===== src/rtl/bwts_pkg.sv =====
// Shared constants, types and helpers for the bilinear wrap texture sampler.
// Used by every module of the block; depends on nothing else.
`timescale 1ns / 1ps
`default_nettype none

package bwts_pkg;

   // texel store geometry
   localparam int unsigned ADDR_W     = 16;
   localparam int unsigned MAX_TEXELS = 1 << ADDR_W;
   localparam int unsigned CHAN_W     = 16;
   localparam int unsigned NUM_CHAN   = 3;
   localparam int unsigned NUM_TAPS   = 4;

   // image size registers
   localparam int unsigned DIM_W   = 9;
   localparam int unsigned DIM_MAX = 256;
   localparam int unsigned CELL_W  = 8;             // column / row index bits

   // coordinate and weight formats
   localparam int unsigned FRAC_W = 16;
   localparam int unsigned WGT_W  = FRAC_W + 1;     // weights span 0..1.0 inclusive
   localparam logic [WGT_W-1:0] WGT_ONE = WGT_W'(1) << FRAC_W;

   // divide by three: floor(x * RECIP / 2^SHIFT) is exact for x < 2^SHIFT
   localparam int unsigned SUM_W           = CHAN_W + 2;
   localparam int unsigned RECIP_W         = 18;
   localparam logic [RECIP_W-1:0] ONE_THIRD_RECIP = 18'd174763;
   localparam int unsigned ONE_THIRD_SHIFT = 19;

   // configuration port
   localparam int unsigned PADDR_W    = 3;
   localparam int unsigned PDATA_W    = 32;
   localparam int unsigned REG_SEL_BIT = 2;
   localparam logic REG_IDX_WIDTH  = 1'b0;
   localparam logic REG_IDX_HEIGHT = 1'b1;

   // request opcodes
   localparam logic OP_WRITE  = 1'b0;
   localparam logic OP_SAMPLE = 1'b1;

   // channel 0 red, 1 green, 2 blue
   typedef logic [NUM_CHAN-1:0][CHAN_W-1:0] texel_type;

   // request after address generation, entering the texel store
   typedef struct packed {
      logic                             op;
      logic [ADDR_W-1:0]                wr_addr;
      texel_type                        wr_texel;
      logic [NUM_TAPS-1:0][ADDR_W-1:0]  tap_addr;   // r0c0, r0c1, r1c0, r1c1
      logic [FRAC_W-1:0]                fu;
      logic [FRAC_W-1:0]                fv;
   } samp_cmd_type;

   // zero reads as one, anything above the maximum as the maximum
   function automatic logic [DIM_W-1:0] clamp_dim(input logic [DIM_W-1:0] d);
      logic [DIM_W-1:0] r;
      if (d == '0) begin
         r = DIM_W'(1);
      end else if (d > DIM_W'(DIM_MAX)) begin
         r = DIM_W'(DIM_MAX);
      end else begin
         r = d;
      end
      return r;
   endfunction

endpackage

`default_nettype wire


===== src/rtl/bwts_addr_gen.sv =====
// Address generation: wraps u and 1-v, scales by image size, forms the four
// neighbor addresses and the in-texel fractions. Two stages. Uses bwts_pkg.
`timescale 1ns / 1ps
`default_nettype none

module bwts_addr_gen import bwts_pkg::*; (
   input  wire logic                 clock,
   input  wire logic                 reset,
   input  wire logic                 in_valid,
   output logic                      in_ready,
   input  wire logic                 in_op,
   input  wire logic [ADDR_W-1:0]    in_index,
   input  wire texel_type            in_texel,
   input  wire logic [FRAC_W-1:0]    in_u_frac,
   input  wire logic [FRAC_W-1:0]    in_v_frac,
   input  wire logic [DIM_W-1:0]     dim_w,
   input  wire logic [DIM_W-1:0]     dim_h,
   output logic                      out_valid,
   input  wire logic                 out_ready,
   output samp_cmd_type              out_cmd
);

   localparam int unsigned POS_W  = FRAC_W + DIM_W;
   localparam int unsigned ROWB_W = CELL_W + DIM_W;

   // stage 1: scaled positions
   logic                 v1_ff, v1_in;
   logic                 op1_ff;
   logic [ADDR_W-1:0]    idx1_ff;
   texel_type            texel1_ff;
   logic [POS_W-1:0]     pu1_ff, pu_in;
   logic [POS_W-1:0]     pv1_ff, pv_in;
   logic [FRAC_W-1:0]    vf;

   // stage 2: addresses
   logic                 v2_ff, v2_in;
   samp_cmd_type         cmd2_ff, cmd2_in;

   logic                 rdy1, rdy2;
   logic [CELL_W-1:0]    col0, col1, row0, row1;
   logic [DIM_W-1:0]     col0_inc, row0_inc;
   logic [ROWB_W-1:0]    base0, base1;

   assign rdy2     = !v2_ff || out_ready;
   assign rdy1     = !v1_ff || rdy2;
   assign in_ready = rdy1;

   // 1 - v wrapped into [0,1) is the two's complement of the fraction
   assign vf    = '0 - in_v_frac;
   assign pu_in = POS_W'(in_u_frac) * POS_W'(dim_w);
   assign pv_in = POS_W'(vf) * POS_W'(dim_h);
   assign v1_in = in_valid;

   always_ff @(posedge clock) begin
      if (reset) begin
         v1_ff <= 1'b0;
      end else if (rdy1) begin
         v1_ff <= v1_in;
      end
   end

   always_ff @(posedge clock) begin
      if (rdy1) begin
         op1_ff    <= in_op;
         idx1_ff   <= in_index;
         texel1_ff <= in_texel;
         pu1_ff    <= pu_in;
         pv1_ff    <= pv_in;
      end
   end

   // pu < 2^24 since the fraction is below one and the size at most 256
   assign col0     = pu1_ff[FRAC_W +: CELL_W];
   assign row0     = pv1_ff[FRAC_W +: CELL_W];
   assign col0_inc = DIM_W'(col0) + DIM_W'(1);
   assign row0_inc = DIM_W'(row0) + DIM_W'(1);
   assign col1     = (col0_inc == dim_w) ? '0 : col0_inc[CELL_W-1:0];
   assign row1     = (row0_inc == dim_h) ? '0 : row0_inc[CELL_W-1:0];
   assign base0    = ROWB_W'(row0) * ROWB_W'(dim_w);
   assign base1    = ROWB_W'(row1) * ROWB_W'(dim_w);

   always_comb begin
      cmd2_in             = '0;
      cmd2_in.op          = op1_ff;
      cmd2_in.wr_addr     = idx1_ff;
      cmd2_in.wr_texel    = texel1_ff;
      cmd2_in.tap_addr[0] = ADDR_W'(base0 + ROWB_W'(col0));
      cmd2_in.tap_addr[1] = ADDR_W'(base0 + ROWB_W'(col1));
      cmd2_in.tap_addr[2] = ADDR_W'(base1 + ROWB_W'(col0));
      cmd2_in.tap_addr[3] = ADDR_W'(base1 + ROWB_W'(col1));
      cmd2_in.fu          = pu1_ff[FRAC_W-1:0];
      cmd2_in.fv          = pv1_ff[FRAC_W-1:0];
   end

   assign v2_in = v1_ff;

   always_ff @(posedge clock) begin
      if (reset) begin
         v2_ff <= 1'b0;
      end else if (rdy2) begin
         v2_ff <= v2_in;
      end
   end

   always_ff @(posedge clock) begin
      if (rdy2) begin
         cmd2_ff <= cmd2_in;
      end
   end

   assign out_valid = v2_ff;
   assign out_cmd   = cmd2_ff;

endmodule

`default_nettype wire


===== config.mk =====
export PLATFORM = sky130hd
export DESIGN_NAME = bwts_addr_gen
export DESIGN_NICKNAME = d
export VERILOG_FILES = /design/src/rtl/bwts_pkg.sv /design/src/rtl/bwts_addr_gen.sv
export SDC_FILE = /design/constraint.sdc
export NUM_CORES = 1
export LEC_CHECK = 0
export ABC_AREA = 1
export BUFFER_PORTS_ARGS = -buffer_cell sky130_fd_sc_hd__buf_2
export CAP_MARGIN = 15
export CELL_PAD_IN_SITES_DETAIL_PLACEMENT = 2
export CELL_PAD_IN_SITES_GLOBAL_PLACEMENT = 2
export CORE_MARGIN = 2
export CORE_UTILIZATION = 39
export CTS_BUF_LIST = sky130_fd_sc_hd__clkbuf_2 sky130_fd_sc_hd__clkbuf_4 sky130_fd_sc_hd__clkbuf_8
export DETAILED_ROUTE_END_ITERATION = 6
export PLACE_DENSITY_LB_ADDON = 0.1
export SLEW_MARGIN = 20
export SYNTH_ARGS = -nofsm -noshare
export SYNTH_HDL_FRONTEND = slang
export SYNTH_SLANG_ARGS = --single-unit

===== constraint.sdc =====
create_clock -name clock -period 7.6 [get_ports clock]
set_clock_uncertainty 0.2 [all_clocks]
set_input_delay 1.14 -clock clock [delete_from_list [all_inputs] [get_ports clock]]
set_output_delay 1.14 -clock clock [all_outputs]
set_load 0.05 [all_outputs]

After elaboration in Yosys (flattened, before gate mapping) --
Index checks and enable logic that the tools add are counted.
Cells by class: add/sub/neg operators 7, multipliers 4, equality and inequality tests 2, multiplexer cells 2, reductions and logical operators 4
Operator list (count):
- 16-bit by 8-bit adder with 16-bit output | 4
- 16-bit by 9-bit multiplier with 24-bit output | 2
- 8-bit by 9-bit multiplier with 16-bit output | 2
- 8-bit by 1-bit adder with 9-bit output, second input constant | 2
- 9-bit equality test | 2
- 8-bit 2-to-1 mux | 2
- 1-bit by 16-bit subtractor with 16-bit output, first input constant | 1
- 1-bit zero test | 2
- 1-bit logical OR | 2
Word-level totals: register bits 276, output and inout bits 163, word-level logic and storage cells 39

Logic depth before layout (Yosys ltp) --
word-level depth 5, depth in mapped cells 37, depth with buffers taken out 36

Worst setup path after synthesis --
OpenSTA, ideal clock, no wires.
kind input -> register, start point input in_v_frac[0], end point register pv1_ff[23] (data pin), library setup time 0.253 ns, arrival time 6.025 ns, data required time 7.147 ns, setup slack 1.122 ns, stages 30, cell sequence clkbuf_1 > inv_1 > ha_1 > nand4_2 > nor2_1 > inv_1 > or2_4 > nor2_4 > nand2_1 > and2_1 > inv_1 > nor2_1 > fa_1 > inv_1 > fa_1 > fa_1 > fa_1 > inv_1 > ha_1 > nand2_1 > o21ai_0 > a21oi_1 > o21ai_0 > nand2_1 > nand2_1 > nand2_1 > o21bai_1 > inv_1 > nand2_1 > nand2_1
Between the ends: cells in the longest elaborated chain, start to end 2
RTL lines:
- from (decl) | line bwts_addr_gen.sv:15 | input wire logic [FRAC_W-1:0] in_v_frac,
- 1-bit by 16-bit subtractor with 16-bit output | line bwts_addr_gen.sv:49 | assign vf = '0 - in_v_frac;
- 16-bit by 9-bit multiplier with 24-bit output | line bwts_addr_gen.sv:51 | assign pv_in = POS_W'(vf) * POS_W'(dim_h);
- net pv_in[23] | line bwts_addr_gen.sv:32 | logic [POS_W-1:0] pv1_ff, pv_in;
- to (signal assigned) | line bwts_addr_gen.sv:68 | pv1_ff <= pv_in;
- to (decl) | line bwts_addr_gen.sv:32
The timed path passes the listed nets, and every way through them passes these cells. A chain may end at the register's enable or synchronous reset.

==> flow_metrics.env <==
export IMPL_worst_setup_path_end_kind="register"
export IMPL_final_layout_size_suffix_gt1_share_pct=15.2
export IMPL_placement_rows=91
export IMPL_critical_path_peak_fanout=12
export IMPL_timing_final_crit_period_ns=6.97
export IMPL_worstReg2RegEnd="out_cmd[79]$_DFFE_PP_"
export IMPL_worst_r2r_cell_count=31
export IMPL_timing_critical_path_slowest_cell_delay_ns=0.50
export IMPL_antenna_found_initial=11
export IMPL_first_pass_iters=5
export IMPL_io_buffer_count=281
export IMPL_synth_cell_area_um2=24400
export IMPL_startpoint_type="register"
export IMPL_critical_path_most_common_cell="sky130_fd_sc_hd__nand2_1"
export IMPL_synth_edf_count=274
export IMPL_io_pins=282
export IMPL_final_period_utilization_pct=91.7
export IMPL_worst_path_cell_with_the_longest_stage_delay="sky130_fd_sc_hd__edfxtp_1"
export IMPL_syn_warnings=0
export IMPL_floorplan_die_height_um=254
export IMPL_cp_data_required_time_ns=7.79
export IMPL_cts_tree="done"
export IMPL_synth_net_count=3154
export IMPL_timing_worst_setup_path_type="register to register"
export IMPL_unrepaired_setup_endpoints_after_global_routing="no"
export IMPL_synth_ff_latch_count=276
export IMPL_drt_wl_total_um=77400
export IMPL_floorplan_initialDensity_pct=39.5
export IMPL_most_frequently_used_cell_type_in_the_post_synthesis_netlist="sky130_fd_sc_hd__inv_1"
export IMPL_timing_critical_path_arrival_ns=7.16
export IMPL_first_global_vias=21543
export IMPL_routabilityCongestion=0.858
export IMPL_post_synth_main_area_contributors="sky130_fd_sc_hd__edfxtp_1 (34%), sky130_fd_sc_hd__fa_1 (23%), sky130_fd_sc_hd__ha_1 (9.8%)"
export IMPL_worst_slew_margin_rel_pct=34.5
export IMPL_nets=3452
export IMPL_setup_viol=0
export IMPL_cts_buffer_depth=3
export IMPL_clk_transition_reported_paths_ns=0.09
export IMPL_wl_per_cell_um=20.7
export IMPL_drv_cap=0
export IMPL_grt_start_max_net_pins=118
export IMPL_clock_tree_root_cell="sky130_fd_sc_hd__clkbuf_8"
export IMPL_grt_pass1_wl_um=121000
export IMPL_timing_final_max_slew_violations=0
export IMPL_drc=0
export IMPL_final_hold_violation_count=0
export IMPL_number_of_hold_buffers_added_after_cts=0
export IMPL_synthesis_instances=2562
export IMPL_synth_lib_cells_used_distinct=51
export IMPL_dominantRegCellSynth="sky130_fd_sc_hd__edfxtp_1"
export IMPL_vias=18361
export IMPL_status="complete, no violations"
export IMPL_clock_latency_ns=0.66
export IMPL_timing_hold_worst_class="register to register"
export IMPL_utilization_pct=45.2
export IMPL_design_core_area_um2=61800
export IMPL_tritoncts_num_buffers=51
export IMPL_timing_hold_worst_endpoint="out_cmd[30]$_DFFE_PP_"
export IMPL_synth_top_area_share_pct=33.7
export IMPL_critPathBufInv=3
export IMPL_synth_seq_area_share_pct=33.8
export IMPL_synth_async_reset_ratio_pct=0
export IMPL_grt_ovf=0
export IMPL_ratio_of_routed_vias_to_standard_cells=4.91
export IMPL_detailedPlacementHpwl_um=63200
export IMPL_timing_hold_worst_start="pu1_ff[14]$_DFFE_PP_"
export IMPL_post_synth_cell_area_avg_um2=9.54
export IMPL_synth_area_leader_cell="sky130_fd_sc_hd__edfxtp_1"
export IMPL_flow_area_growth_from_synthesis_pct=14.4
export IMPL_cts_sinks=276
export IMPL_drt_antenna_violating_nets=0
export IMPL_cts_htree_levels=2
export IMPL_die_x_um=254
export IMPL_die_area_um2=64700
export IMPL_min_delay_path_depth=0
export IMPL_reg2reg_setup_slack_ns=0.63
export IMPL_timing_fmax_mhz=143
export IMPL_yosys_top_cells_count="sky130_fd_sc_hd__inv_1 (568), sky130_fd_sc_hd__nand2_1 (531), sky130_fd_sc_hd__fa_1 (282)"
export IMPL_grtUsageTotal_pct=24.2
export IMPL_hold_slack_ns=0.205
export IMPL_nFillCells=6741
export IMPL_crit_family="adder cells"
export IMPL_worst_slew_pin_transition_ns=0.983
export IMPL_detailedRoute_firstIterationViolations=614
export IMPL_timing_rr_start="pv1_ff[16]$_DFFE_PP_"
export IMPL_fin_tns_setup_ns=0
==> cell usage in the layout (no fill, tap or decap), drive strengths merged, types with 71 or more instances in the layout <==
cell / instances
edfxtp: 274
a21oi: 83
inv: 575
fa: 282
clkbuf: 71
nand2: 543
nand3: 74
xor2: 94
buf: 311
ha: 191
nor2: 207
==> how the worst max path moves through the flow <==
| stage | startpoint | endpoint | slack (ns) | cells after the start |
|---|---|---|---|---|
| floorplan | in_v_frac[0] | pv1_ff[23]$_DFFE_PP_ | 1.12 | 30 |
| global placement | dim_h[0] | out_cmd[79]$_DFFE_PP_ | 0.38 | 30 |
| detailed placement | dim_h[0] | out_cmd[79]$_DFFE_PP_ | 0.05 | 30 |
| CTS | pv1_ff[18]$_DFFE_PP_ | out_cmd[79]$_DFFE_PP_ | 0.28 | 30 |
| global route | pv1_ff[16]$_DFFE_PP_ | out_cmd[79]$_DFFE_PP_ | 0.09 | 31 |
| finish | pv1_ff[16]$_DFFE_PP_ | out_cmd[79]$_DFFE_PP_ | 0.63 | 31 |
==> metrics by stage <==
step	std cells	setup slack, ns	instance area (um^2)
3_3_place_gp	3640	0.380	26800
4_1_cts	3734	0.275	27900
6_report	3743	0.631	28000
2_1_floorplan	2562	1.12	24400
3_5_place_dp	3640	0.0460	26800
5_1_grt	3742	0.0942	28000
==> state kept, by name, indices dropped and copies added (netlist names) <==
| register | flops |
|---|---|
| pv1_ff | 24 |
| op1_ff | 1 |
| v1_ff | 1 |
| idx1_ff | 16 |
| cmd2_in | 48 |
| out_cmd | 161 |
| pu1_ff | 24 |
| out_valid | 1 |
==> cell type report <==
type | instances | area [um^2] | share of cell area, %
Clock inverter | 23 | 203 | 0.725
Tap cell | 837 | 1050 | 3.75
Sequential cell | 276 | 8270 | 29.6
Multi-Input combinational cell | 1645 | 13700 | 49.2
Antenna cell | 5 | 12.5 | 0.0448
Timing Repair Buffer | 311 | 1640 | 5.88
Clock buffer | 71 | 877 | 3.14
Inverter | 575 | 2160 | 7.72
==> cell families (layout without fill, tap and decap cells) <==
kind of cell / count (synthesis) / after routing / share of synthesized area (%)
xor+xnor: 127 / 127 / 4.69
other cells: 0 / 5 / 0
fa+ha+maj: 473 / 473 / 32.9
compound gates: 168 / 168 / 3.84
simple gates: 877 / 877 / 14.8
flops: 276 / 276 / 33.8
buf+inv: 641 / 980 / 9.99
==> metal layers <==
| layer | track usage, % | share of wire (%) |
|---|---|---|
| met3 | 3.73 | 3.7 |
| met5 | 0 | 0.094 |
| met2 | 45.4 | 53 |
| met1 | 28.9 | 42 |
| met4 | 5.85 | 1.7 |
==> timing repair <==
action                     4_1_cts  5_1_grt
setup endpoints to repair        0       10
resized for setup                0        1
buffers inserted                 0        4
Power is left out: the tool's default activity adds up to more than one toggle a clock period on the data nets, which glitch-free logic cannot reach.
